### src/hdl/ucs_pkg.sv
// shared types and codes for the uri component scanner
`default_nettype none

package ucs_pkg;

  localparam int ByteW = 8;
  localparam int PartW = 2;

  // part codes as they appear on the result channel
  localparam logic [PartW-1:0] PART_SCHEME   = 2'd0;
  localparam logic [PartW-1:0] PART_RESOURCE = 2'd1;
  localparam logic [PartW-1:0] PART_QUERY    = 2'd2;
  localparam logic [PartW-1:0] PART_TAIL     = 2'd3;

  typedef enum logic [3:0] {
    PH_SCHEME   = 4'b0001,
    PH_RESOURCE = 4'b0010,
    PH_QUERY    = 4'b0100,
    PH_TAIL     = 4'b1000
  } phase_t;

  typedef struct packed {
    phase_t phase;
    logic   failed;
  } scan_state_t;

  typedef struct packed {
    logic [ByteW-1:0] byte_out;
    logic [PartW-1:0] part;
    logic             is_separator;
    logic             error;
    logic             last_out;
    logic             uri_valid;
  } scan_result_t;

endpackage

`default_nettype wire

### src/hdl/ucs_if.sv
// valid/ready channels for uri bytes and tagged results
`default_nettype none

interface ucs_in_if;
  import ucs_pkg::*;
  logic             valid;
  logic             ready;
  logic [ByteW-1:0] byte_in;
  logic             last_in;

  modport source (output valid, output byte_in, output last_in, input ready);
  modport sink (input valid, input byte_in, input last_in, output ready);
endinterface

interface ucs_out_if;
  import ucs_pkg::*;
  logic             valid;
  logic             ready;
  logic [ByteW-1:0] byte_out;
  logic [PartW-1:0] part;
  logic             is_separator;
  logic             error;
  logic             last_out;
  logic             uri_valid;

  modport source (output valid, output byte_out, output part, output is_separator,
                  output error, output last_out, output uri_valid, input ready);
  modport sink (input valid, input byte_out, input part, input is_separator,
                input error, input last_out, input uri_valid, output ready);
endinterface

`default_nettype wire

### src/hdl/ucs_step.sv
// per-byte classification and phase/error update
`default_nettype none

module ucs_step
  import ucs_pkg::*;
(
  input  wire logic [ByteW-1:0] byte_c,
  input  wire logic             last,
  input  wire scan_state_t      state,
  output scan_result_t          res,
  output scan_state_t           state_next
);

  localparam logic [ByteW-1:0] CH_COLON = 8'h3a;
  localparam logic [ByteW-1:0] CH_QMARK = 8'h3f;
  localparam logic [ByteW-1:0] CH_HASH  = 8'h23;
  localparam logic [ByteW-1:0] CH_TILDE = 8'h7e;
  localparam logic [ByteW-1:0] CH_PCT   = 8'h25;
  localparam logic [ByteW-1:0] CH_AMP   = 8'h26;
  localparam logic [ByteW-1:0] CH_EQ    = 8'h3d;
  localparam logic [ByteW-1:0] CH_SLASH = 8'h2f;
  localparam logic [ByteW-1:0] CH_DASH  = 8'h2d;
  localparam logic [ByteW-1:0] CH_UNDER = 8'h5f;
  localparam logic [ByteW-1:0] CH_DOT   = 8'h2e;

  logic             plain_ok;
  logic             query_ok;
  logic             ok;
  logic [ByteW-1:0] mark;
  logic [PartW-1:0] part;
  phase_t           adv;
  logic             checking;
  logic             sep;
  logic             fail_now;
  logic             failed_upd;
  phase_t           phase_upd;

  assign plain_ok = (byte_c >= 8'h41 && byte_c <= 8'h5a) ||
                    (byte_c >= 8'h61 && byte_c <= 8'h7a) ||
                    (byte_c >= 8'h30 && byte_c <= 8'h39) ||
                    byte_c == CH_DASH || byte_c == CH_UNDER ||
                    byte_c == CH_DOT || byte_c == CH_TILDE;
  assign query_ok = plain_ok || byte_c == CH_COLON || byte_c == CH_AMP ||
                    byte_c == CH_EQ || byte_c == CH_SLASH || byte_c == CH_PCT;

  always_comb begin
    case (state.phase)
      PH_SCHEME: begin
        part = PART_SCHEME;
        ok   = plain_ok;
        mark = CH_COLON;
        adv  = PH_RESOURCE;
      end
      PH_RESOURCE: begin
        part = PART_RESOURCE;
        ok   = plain_ok;
        mark = CH_QMARK;
        adv  = PH_QUERY;
      end
      PH_QUERY: begin
        part = PART_QUERY;
        ok   = query_ok;
        mark = CH_HASH;
        adv  = PH_TAIL;
      end
      PH_TAIL: begin
        part = PART_TAIL;
        ok   = 1'b1;
        mark = CH_HASH;
        adv  = PH_TAIL;
      end
      default: begin
        part = PART_SCHEME;
        ok   = plain_ok;
        mark = CH_COLON;
        adv  = PH_RESOURCE;
      end
    endcase
  end

  // after an error or past the fragment mark nothing is checked
  assign checking   = !state.failed && state.phase != PH_TAIL;
  assign sep        = checking && !ok && byte_c == mark;
  assign fail_now   = checking && !ok && byte_c != mark;
  assign failed_upd = state.failed | fail_now;
  assign phase_upd  = sep ? adv : state.phase;

  assign res.byte_out     = byte_c;
  assign res.part         = part;
  assign res.is_separator = sep;
  assign res.error        = failed_upd;
  assign res.last_out     = last;
  assign res.uri_valid    = last & ~failed_upd;

  assign state_next.phase  = last ? PH_SCHEME : phase_upd;
  assign state_next.failed = last ? 1'b0 : failed_upd;

endmodule

`default_nettype wire

### src/hdl/uri_component_scanner_top.sv
// uri component scanner: input register, per-byte tagging, result register
// data path: an accepted byte is held in the input register, then its tagged result in the result register
// throughput: one byte per cycle, sustained while the result side keeps up
// the per-byte character-class compare sits between the input and result registers
// reset: clears both register valids, phase returns to scheme, error flag cleared
`default_nettype none

module uri_component_scanner_top
  import ucs_pkg::*;
(
  input  wire logic clk,
  input  wire logic rst,
  ucs_in_if.sink    scan_in,
  ucs_out_if.source scan_out
);

  logic             s1_valid;
  logic [ByteW-1:0] s1_byte;
  logic             s1_last;
  logic             out_valid;
  scan_result_t     res;
  scan_result_t     res_next;
  scan_state_t      state;
  scan_state_t      state_next;
  logic             out_load;
  logic             in_take;

  assign out_load      = s1_valid && (!out_valid || scan_out.ready);
  assign scan_in.ready = !s1_valid || out_load;
  assign in_take       = scan_in.valid && scan_in.ready;

  ucs_step u_step (
    .byte_c     (s1_byte),
    .last       (s1_last),
    .state      (state),
    .res        (res_next),
    .state_next (state_next)
  );

  always_ff @(posedge clk) begin
    if (rst) begin
      s1_valid     <= 1'b0;
      out_valid    <= 1'b0;
      state.phase  <= PH_SCHEME;
      state.failed <= 1'b0;
    end else begin
      if (scan_in.ready) begin
        s1_valid <= scan_in.valid;
      end
      if (out_load) begin
        out_valid <= 1'b1;
        state     <= state_next;
      end else if (scan_out.ready) begin
        out_valid <= 1'b0;
      end
    end
  end

  always_ff @(posedge clk) begin
    if (in_take) begin
      s1_byte <= scan_in.byte_in;
      s1_last <= scan_in.last_in;
    end
    if (out_load) begin
      res <= res_next;
    end
  end

  assign scan_out.valid        = out_valid;
  assign scan_out.byte_out     = res.byte_out;
  assign scan_out.part         = res.part;
  assign scan_out.is_separator = res.is_separator;
  assign scan_out.error        = res.error;
  assign scan_out.last_out     = res.last_out;
  assign scan_out.uri_valid    = res.uri_valid;

  a_phase_onehot: assert property (@(posedge clk) disable iff (rst)
    $onehot(state.phase))
    else $error("phase register not one-hot");

  a_last_restarts: assert property (@(posedge clk) disable iff (rst)
    out_load && s1_last |=> state.phase == PH_SCHEME && !state.failed)
    else $error("scanner did not restart after last byte");

  a_sep_no_error: assert property (@(posedge clk) disable iff (rst)
    out_valid && res.is_separator |-> !res.error && res.part != PART_TAIL)
    else $error("separator tagged with error or in tail");

  a_valid_only_last: assert property (@(posedge clk) disable iff (rst)
    out_valid && res.uri_valid |-> res.last_out && !res.error)
    else $error("uri_valid outside a clean last byte");

  a_error_sticky: assert property (@(posedge clk) disable iff (rst)
    out_load && state.failed |-> res_next.error && !res_next.is_separator)
    else $error("error flag dropped within a uri");

endmodule

`default_nettype wire
### src/flat_wrapper.sv
// flat-port wrapper written by rule: the top's interface ports become plain ports
module uri_component_scanner_top_flat import ucs_pkg::*;
  (clk, rst, scan_in_valid, scan_in_byte_in, scan_in_last_in, scan_in_ready, scan_out_valid, scan_out_byte_out, scan_out_part, scan_out_is_separator, scan_out_error, scan_out_last_out, scan_out_uri_valid, scan_out_ready);
  ucs_in_if scan_in_i ();
  ucs_out_if scan_out_i ();
  input  wire logic clk;
  input  wire logic rst;
  input wire logic [$bits(scan_in_i.valid)-1:0] scan_in_valid;
  input wire logic [$bits(scan_in_i.byte_in)-1:0] scan_in_byte_in;
  input wire logic [$bits(scan_in_i.last_in)-1:0] scan_in_last_in;
  output wire logic [$bits(scan_in_i.ready)-1:0] scan_in_ready;
  output wire logic [$bits(scan_out_i.valid)-1:0] scan_out_valid;
  output wire logic [$bits(scan_out_i.byte_out)-1:0] scan_out_byte_out;
  output wire logic [$bits(scan_out_i.part)-1:0] scan_out_part;
  output wire logic [$bits(scan_out_i.is_separator)-1:0] scan_out_is_separator;
  output wire logic [$bits(scan_out_i.error)-1:0] scan_out_error;
  output wire logic [$bits(scan_out_i.last_out)-1:0] scan_out_last_out;
  output wire logic [$bits(scan_out_i.uri_valid)-1:0] scan_out_uri_valid;
  input wire logic [$bits(scan_out_i.ready)-1:0] scan_out_ready;
  assign scan_in_i.valid = scan_in_valid;
  assign scan_in_i.byte_in = scan_in_byte_in;
  assign scan_in_i.last_in = scan_in_last_in;
  assign scan_in_ready = scan_in_i.ready;
  assign scan_out_valid = scan_out_i.valid;
  assign scan_out_byte_out = scan_out_i.byte_out;
  assign scan_out_part = scan_out_i.part;
  assign scan_out_is_separator = scan_out_i.is_separator;
  assign scan_out_error = scan_out_i.error;
  assign scan_out_last_out = scan_out_i.last_out;
  assign scan_out_uri_valid = scan_out_i.uri_valid;
  assign scan_out_i.ready = scan_out_ready;
  uri_component_scanner_top u_core (.clk(clk), .rst(rst), .scan_in(scan_in_i), .scan_out(scan_out_i));
endmodule
### config.mk
export PLATFORM = sky130hd
export DESIGN_NAME = uri_component_scanner_top_flat
export DESIGN_NICKNAME = d
export VERILOG_FILES = /design/src/hdl/ucs_pkg.sv /design/src/hdl/ucs_if.sv /design/src/hdl/ucs_step.sv /design/src/hdl/uri_component_scanner_top.sv /design/src/flat_wrapper.sv
export SDC_FILE = /design/constraint.sdc
export NUM_CORES = 1
export LEC_CHECK = 0
export BUFFER_PORTS_ARGS = -buffer_cell sky130_fd_sc_hd__buf_2
export CORE_AREA = 3 3 57 53
export DETAILED_ROUTE_END_ITERATION = 8
export DIE_AREA = 0 0 60 56
export PLACE_DENSITY = 0.87
export SLEW_MARGIN = 20
export SYNTH_ARGS = -nofsm -noshare
export SYNTH_HDL_FRONTEND = slang
export SYNTH_SLANG_ARGS = --single-unit
export TNS_END_PERCENT = 100
### constraint.sdc
create_clock -name clk -period 3 [get_ports clk]
set_input_delay 0 -clock clk [delete_from_list [all_inputs] [get_ports clk]]
set_output_delay 0 -clock clk [all_outputs]
set_load 0.1 [all_outputs]
==> results.txt, run 1 <==
----------------------------------------------------
[Floorplanning]
  Chip Height ... 56 microns
  Floorplan core area ... 2467 sq um
  Effective utilization at floorplan ... 54.67%
  Number of I/O pins ... 29
  Number of cell rows ... 17
  Horizontal extent of the die ... 60 microns
  Die outline area ... 3360 sq um

[Synthesis]
  Sequential share of the synthesized area ... 61.60%
  Post-synth EDFFs ... 23
  Number of flip-flops and latches in the synthesized netlist ... 30
  Async S/R FF share, synth ... 0%
  Number of instances in the synthesized netlist ... 108
  Syn Std Cell Area ... 1349 sq um
  Most area-consuming cells after synthesis ... sky130_fd_sc_hd__edfxtp_1 51%, sky130_fd_sc_hd__dfxtp_1 10%, sky130_fd_sc_hd__nand2_1 2.5%, sky130_fd_sc_hd__nor2_1 2.5%, sky130_fd_sc_hd__xnor2_1 1.9%
  Total nets after synthesis ... 121
  Warning count from the yosys run ... 0
  Netlist cell types ... 38
  Avg Inst Size Synth ... 12.49 sq um
  Most used DFF post-synth ... sky130_fd_sc_hd__edfxtp_1
  Post-synth top area share ... 51.21%
  Area leader, netlist ... sky130_fd_sc_hd__edfxtp_1

[Placement]
  Total of buffers placed on input and output ports ... 28
  Total cell area at the placement stage ... 1503 sq um
  Estimated wirelength of the detail-placed design ... 1.715 mm
  RePlAce Congestion ... 0.8629

[Global routing]
  GR Util All Layers ... 17.37%
  Vias in the first global route ... 940
  Initial antenna violation count ... 0
  Global-route wire length before repair ... 4.278 mm
  Largest net degree at the start of global routing ... 19
  Residual overflow from global routing ... 0

[Clocking]
  Source-to-sink clock delay at the later pin of the worst-skew pair ... 0.33 ns
  Post-CTS clock slew at the launch and capture registers of the worst setup and hold paths ... 0.10 ns
  H-tree Lvls ... 2
  Inserted Clock Buffers ... 5
  Root Buffer ... sky130_fd_sc_hd__clkbuf_4
  TritonCTS clock tree ... built
  Buffer levels on the longest clock path ... 2
  Sink count of the clock tree ... 30

[Worst hold path]
  Hold endpoint ... u_core.scan_out.byte_out[4]
  Tightest Hold Check Type ... in -> reg
  Hold Startpoint ... scan_out_ready
  Instance count along the most critical hold path ... 4

[Finish]
  Most common cell after layout, fill and taps aside ... sky130_fd_sc_hd__buf_2
  Number of diodes ... 0
  Post-route standard cell area excluding fillers ... 1693 sq um
  Fraction of final layout cells with drive strength greater than 1 ... 27.45%
  Number of filler instances in the final layout ... 176
  NumNets Final ... 165
  Signed area change from the synthesized netlist to the final layout ... 25.51%
  Leading cell types in the layout, fill and taps excluded ... 28 x sky130_fd_sc_hd__buf_2, 23 x sky130_fd_sc_hd__edfxtp_1, 13 x sky130_fd_sc_hd__dlygate4sd3_1, 9 x sky130_fd_sc_hd__nor2_1, 9 x sky130_fd_sc_hd__nand2_1
  Area used by sequential logic in the layout ... 830.8 sq um
  Area of the multi-input gates ... 474.2 sq um

[Setup path]
  Worst reg-to-reg path cell count ... 6
  Critical path required time ... 3.22 ns
  Worst reg-to-reg setup slack ... 0.71 ns
  Worst setup path start ... u_core.s1_byte[4]
  Startpoint types ... flop
  Worst setup path class ... reg -> reg
  CP max FO ... 9
  FF-to-FF Start ... u_core.s1_byte[4]
  Capture point of the worst reg-to-reg path ... u_core.state[1]
  Category of the worst setup path capture point ... flop
  Crit path DAT ... 2.51 ns

[Routing]
  Number of vias in the routed layout ... 1008
  Routed wire length per instance ... 14.20 microns
  Average vias per placed instance ... 5.569
  1st-pass router iterations ... 4
  1st-iter DRT viols ... 37
  Overall routed net length ... 2.570 mm
  Remaining design rule violation count ... 0
  DRT antenna net count ... 0

[Power]
  P_leak ... 0.0006554 uW
  Worst IR drop on VDD ... 0.4563 mV
  Power density normalized to cell area ... 513.9 nW/um^2

[STA]
  Final Max Tran Viols ... 0
  Number of failing setup endpoints in the final timing report ... 0
  Total Neg Setup Slack ... 0 ns
  Max_slew headroom ... 63.76%
  Max Clk Rate ... 436.1 MHz
  Share of the clock period used by the worst path ... 76.43%
  Setup repair after global routing missed its margin ... no
  Transition at the pin with the smallest max-transition slack ... 0.5361 ns
  Min cycle time layout ... 2.293 ns
  Final hold violation count ... 0
  Worst clock skew on the final layout ... 0.01507 ns

[Run status]
  Outcome ... finished, final reports clean

[Flow run]
  Max-cap violations ... 0

----------------------------------------------------
-- what timing repair did --
item	in CTS	in global routing
resized for setup	0	0
hold buffers	13	0
hold endpoints to repair	11	0
setup buffers	0	0
-- how the worst max path moves through the flow --
stage | end | slack [ns]
2_1_floorplan | u_core.s1_byte[0] | 0.37
3_3_place_gp | u_core.state[1] | 0.86
3_5_place_dp | u_core.state[1] | 0.73
4_1_cts | u_core.state[1] | 0.72
5_1_grt | u_core.state[1] | 0.57
6_report | u_core.state[1] | 0.71
-- cell usage after synthesis (2+ instances only) --
cell	n
sky130_fd_sc_hd__nor2_1	9
sky130_fd_sc_hd__clkbuf_1	2
sky130_fd_sc_hd__nor4b_1	2
sky130_fd_sc_hd__nor3_1	2
sky130_fd_sc_hd__a21o_1	3
sky130_fd_sc_hd__buf_2	2
sky130_fd_sc_hd__dfxtp_1	7
sky130_fd_sc_hd__or4_1	2
sky130_fd_sc_hd__xnor2_1	3
sky130_fd_sc_hd__xor2_1	3
sky130_fd_sc_hd__o21a_1	2
sky130_fd_sc_hd__o2bb2ai_1	2
sky130_fd_sc_hd__a31oi_1	3
sky130_fd_sc_hd__o211ai_1	2
sky130_fd_sc_hd__nand4b_1	2
sky130_fd_sc_hd__mux2i_1	2
sky130_fd_sc_hd__edfxtp_1	23
sky130_fd_sc_hd__nand2_1	9
sky130_fd_sc_hd__a21oi_1	3
sky130_fd_sc_hd__inv_1	4
sky130_fd_sc_hd__o21ai_0	2
sky130_fd_sc_hd__nor2b_1	3
-- worst max-delay path, stage by stage, from the launching register on --
cell,delay (ns)
sky130_fd_sc_hd__edfxtp_1,0.53
sky130_fd_sc_hd__or4_1,0.55
sky130_fd_sc_hd__nor2_1,0.11
sky130_fd_sc_hd__o211ai_1,0.12
sky130_fd_sc_hd__a311oi_2,0.47
sky130_fd_sc_hd__nand2_1,0.21
sky130_fd_sc_hd__a21o_1,0.22
-- stage by stage --
stage	std cells	setup WS [ns]	utilization, %	hold slack, ns	power, uW
final	181	0.7070	68.61	0.3227	870.0
after global routing	181	0.5730	68.61	0.3645	915.6
after CTS	181	0.7156	68.61	0.3241	876.9
after detailed placement	160	0.7265	60.90	0.1787	622.2
after global placement	160	0.8570	60.90	0.1762	617.8
after floorplan	108	0.3704	-	0.07238	594.3
-- registers in the layout (all words and copies together), names as in the netlist --
register and count:
u_core.s1_byte 8, u_core.scan_out.byte_out 8, u_core.state 5, u_core.scan_out.part 2, u_core.s1_last 1, u_core.s1_valid 1, u_core.scan_out.error 1, u_core.scan_out.is_separator 1
u_core.scan_out.last_out 1, u_core.scan_out.uri_valid 1, u_core.scan_out.valid 1
-- metal layers --
layer / share of wire [%] / up-vias / GRT usage [%] / wire [microns]
met5: 0 / - / 0 / 0
met2: 51 / 49 / 26.70 / 1306
li1: - / 495 / - / -
met1: 39 / 459 / 21.40 / 1013
met3: 8.2 / 5 / 7.889 / 212
met4: 1.4 / 0 / 5.696 / 37
-- where the power goes --
group	switching, uW	leakage (uW)	internal, uW
clock	130	0.0000353	113
combinational	99.6	0.000344	41.2
sequential	17.5	0.000276	468
total	247	0.000655	623
-- layout make-up --
class / count / share of cell area, %
sequential: 30 / 49.08
timing repair buffer: 42 / 16.41
inverter: 4 / 0.8869
multi-input combinational: 69 / 28.01
tap: 28 / 2.069
clock inverter: 1 / 0.2956
clock buffer: 7 / 3.252
-- cells by family (layout without fill, tap and decap cells) --
logic type / Yosys count / in the layout / synth area share (%)
AOI/OAI and AO/OA: 22 / 22 / 13.08
and+or+nand+nor: 39 / 39 / 16.70
muxes: 2 / 2 / 1.484
DFF: 30 / 30 / 61.60
xor gates and xnor gates: 6 / 6 / 3.897
buffers and inverters: 9 / 54 / 3.247
Note: power is estimated with default switching activity, not from simulation.
==> run 2, diff against run 1 <==
Settings changed: CORE_AREA 3 3 57 53 to 3 3 61 57, DIE_AREA 0 0 60 56 to 0 0 64 60, PLACE_DENSITY 0.87 to 0.8.
Clock period 3 ns to 1.9 ns, I/O delays scaled along.
==> run 2 against run 1 <==
Net effect: register-to-register slack worse by 0.88 ns; design area is 12% higher; core utilization is 1.0 points lower; the flow now finishes with violations (negative setup slack); wire length is 8.6% higher; clock skew is 0.011 ns lower.
==> results.txt, run 2 (same netlist as run 1, synthesis figures left out) <==
----------------------------------------------------
[Routing]
  Average vias per placed instance ... 5.104 (was 5.569)
  Number of vias in the routed layout ... 1077 (was 1008)
  DRT antenna net count ... 0 (unchanged)
  Remaining design rule violation count ... 0 (unchanged)
  Detail Route met3 WL ... 182 microns (was 212 microns)
  1st-iter DRT viols ... 30 (was 37)
  Top routing layer in use ... met4 (unchanged)
  Overall routed net length ... 2.792 mm (was 2.570 mm)
  Met2 Wirelength ... 1.319 mm (was 1.306 mm)
  Routed wire length per instance ... 13.23 microns (was 14.20 microns)
  Met1 wire length ... 1.180 mm (was 1.013 mm)
  1st-pass router iterations ... 4 (unchanged)

[Floorplanning]
  Floorplan core area ... 2815 sq um (was 2467 sq um)
  Effective utilization at floorplan ... 47.91% (was 54.67%)
  Number of I/O pins ... 29 (unchanged)
  Number of cell rows ... 18 (was 17)
  Chip Height ... 60 microns (was 56 microns)
  Horizontal extent of the die ... 64 microns (was 60 microns)
  Die outline area ... 3840 sq um (was 3360 sq um)

[Setup path]
  Worst setup path class ... reg -> reg (unchanged)
  Critical path cell sequence ... or4b_4, or3_4, o22ai_4, a311oi_2, buf_4, buf_4, inv_2, nor2_1 (was or4_1, nor2_1, o211ai_1, a311oi_2, nand2_1, a21o_1)
  Crit path DAT ... 2.14 ns (was 2.51 ns)
  Category of the worst setup path capture point ... flop (unchanged)
  Slowest stage delay, CP ... 0.56 ns (was 0.55 ns)
  Slowest-stage cell, CP ... sky130_fd_sc_hd__or4b_4 (was sky130_fd_sc_hd__or4_1)
  Startpoint types ... flop (unchanged)
  Library cell appearing most often on the critical path ... sky130_fd_sc_hd__buf_4
  CP max FO ... 4 (was 9)
  Critical path required time ... 1.98 ns (was 3.22 ns)

[Placement]
  Total cell area at the placement stage ... 1665 sq um (was 1503 sq um)
  Estimated wirelength of the detail-placed design ... 1.913 mm (was 1.715 mm)
  RePlAce Congestion ... 0.9270 (was 0.8629)
  Total of buffers placed on input and output ports ... 28 (unchanged)
  Placed instance count ... 188 (was 160)

[STA]
  Final hold violation count ... 0 (unchanged)
  Transition at the pin with the smallest max-transition slack ... 0.4872 ns (was 0.5361 ns)
  Max Clk Rate ... 483.3 MHz (was 436.1 MHz)
  Number of failing setup endpoints in the final timing report ... 8 (was 0)
  Max_slew headroom ... 67.74% (was 63.76%)
  Worst clock skew on the final layout ... 0.003775 ns (was 0.01507 ns)
  Setup repair after global routing missed its margin ... yes (was no)
  Final Max Tran Viols ... 0 (unchanged)
  Min cycle time layout ... 2.069 ns (was 2.293 ns)
  Share of the clock period used by the worst path ... 108.9% (was 76.43%)
  Worst Hold Slack ... 0.01599 ns (was 0.3227 ns)
  Worst-case setup margin in the final layout ... -0.1689 ns (was 0.7070 ns)
  Total Neg Setup Slack ... -1.106 ns (was 0 ns)

[Clocking]
  Root Buffer ... sky130_fd_sc_hd__clkbuf_4 (unchanged)
  Inserted Clock Buffers ... 5 (unchanged)
  TritonCTS clock tree ... built (unchanged)
  Sink count of the clock tree ... 30 (unchanged)
  Post-CTS clock slew at the launch and capture registers of the worst setup and hold paths ... 0.08 ns (was 0.10 ns)
  Source-to-sink clock delay at the later pin of the worst-skew pair ... 0.32 ns (was 0.33 ns)
  H-tree Lvls ... 2 (unchanged)
  Buffer levels on the longest clock path ... 2 (unchanged)

[Finish]
  Post-route standard cell area excluding fillers ... 1903 sq um (was 1693 sq um)
  Signed area change from the synthesized netlist to the final layout ... 41.09% (was 25.51%)
  Leading cell types in the layout, fill and taps excluded ... 28 x sky130_fd_sc_hd__buf_2, 23 x sky130_fd_sc_hd__edfxtp_1, 20 x sky130_fd_sc_hd__buf_4, 12 x sky130_fd_sc_hd__dlygate4sd3_1, 9 x sky130_fd_sc_hd__nor2_1 (was 28 x sky130_fd_sc_hd__buf_2, 23 x sky130_fd_sc_hd__edfxtp_1, 13 x sky130_fd_sc_hd__dlygate4sd3_1, 9 x sky130_fd_sc_hd__nor2_1, 9 x sky130_fd_sc_hd__nand2_1)
  NumNets Final ... 183 (was 165)
  Number of diodes ... 0 (unchanged)
  Most common cell after layout, fill and taps aside ... sky130_fd_sc_hd__buf_2 (unchanged)
  Fraction of final layout cells with drive strength greater than 1 ... 40.35% (was 27.45%)
  Non-filler cells in the finished layout ... 211 (was 181)

[Global routing]
  GR Util All Layers ... 15.69% (was 17.37%)
  Residual overflow from global routing ... 0 (unchanged)
  Largest net degree at the start of global routing ... 16 (was 19)
  Global-route wire length before repair ... 4.374 mm (was 4.278 mm)
  Initial antenna violation count ... 0 (unchanged)
  Vias in the first global route ... 996 (was 940)

[Power]
  Power density normalized to cell area ... 719.4 nW/um^2 (was 513.9 nW/um^2)
  P_leak ... 0.0007564 uW (was 0.0006554 uW)
  Power, Total ... 1369 uW (was 870.0 uW)
  Worst IR drop on VDD ... 0.5642 mV (was 0.4563 mV)

[Run status]
  Outcome ... finished with violations (was finished, final reports clean)
  Violations in the final reports ... negative setup slack

[Worst hold path]
  Tightest Hold Check Type ... in -> reg (unchanged)

[Flow run]
  Max-cap violations ... 0 (unchanged)

----------------------------------------------------
==> run 2: area by class of cell <==
cell class	instances	area [sq um]
tap	40	50.05
timing repair buffer	60	410.4
fill	218	912.1
inverter	4	15.01
sequential	30	833.3
clock buffer	8	48.80
multi-input combinational	69	545.5
==> run 2: power breakdown <==
part / total [uW] / internal [uW] / switching [uW]
clock: 337 / 147 / 190
combinational: 278 / 90.9 / 187
sequential: 753 / 739 / 14.7
==> run 2: final timing paths <==
| path | from | to | slack, ns | cells after the start |
|---|---|---|---|---|
| worst max-delay path | u_core.state[2] | u_core.scan_out.is_separator | -0.17 | 8 |
| worst min-delay path | scan_out_ready | u_core.scan_out.valid | 0.02 | 4 |
| worst min register to register | u_core.s1_byte[1] | u_core.scan_out.byte_out[1] | 0.51 | 0 |
| worst max register to register | u_core.state[2] | u_core.scan_out.is_separator | -0.17 | 8 |
==> run 2: routing by layer <==
layer	vias up	track usage, %
met2	57	25.33
met1	477	16.93
met3	13	6.015
met4	0	11.69
li1	530	-
met5	-	0
==> run 2: timing repair <==
action	in CTS	in global routing
hold endpoints to repair	11	0
pin swaps	3	3
buffers inserted	1	2
endpoints found under the setup margin	6	8
gates resized for setup	0	8
hold buffers	12	0
==> run 2: stage by stage <==
step,setup WS (ns),utilization [%]
2_1_floorplan,-0.05133,-
3_5_place_dp,-0.1094,59.16
3_3_place_gp,-0.04145,59.16
6_report,-0.1689,67.60
4_1_cts,-0.07987,65.42
5_1_grt,-0.2736,67.60
==> run 2: worst max-delay path: cells and delay by family (launching register included) <==
kind / cells / cell delay [ns]
simple gates: 3 / 0.96
buf+inv: 3 / 0.37
flops: 1 / 0.33
compound gates: 2 / 0.17
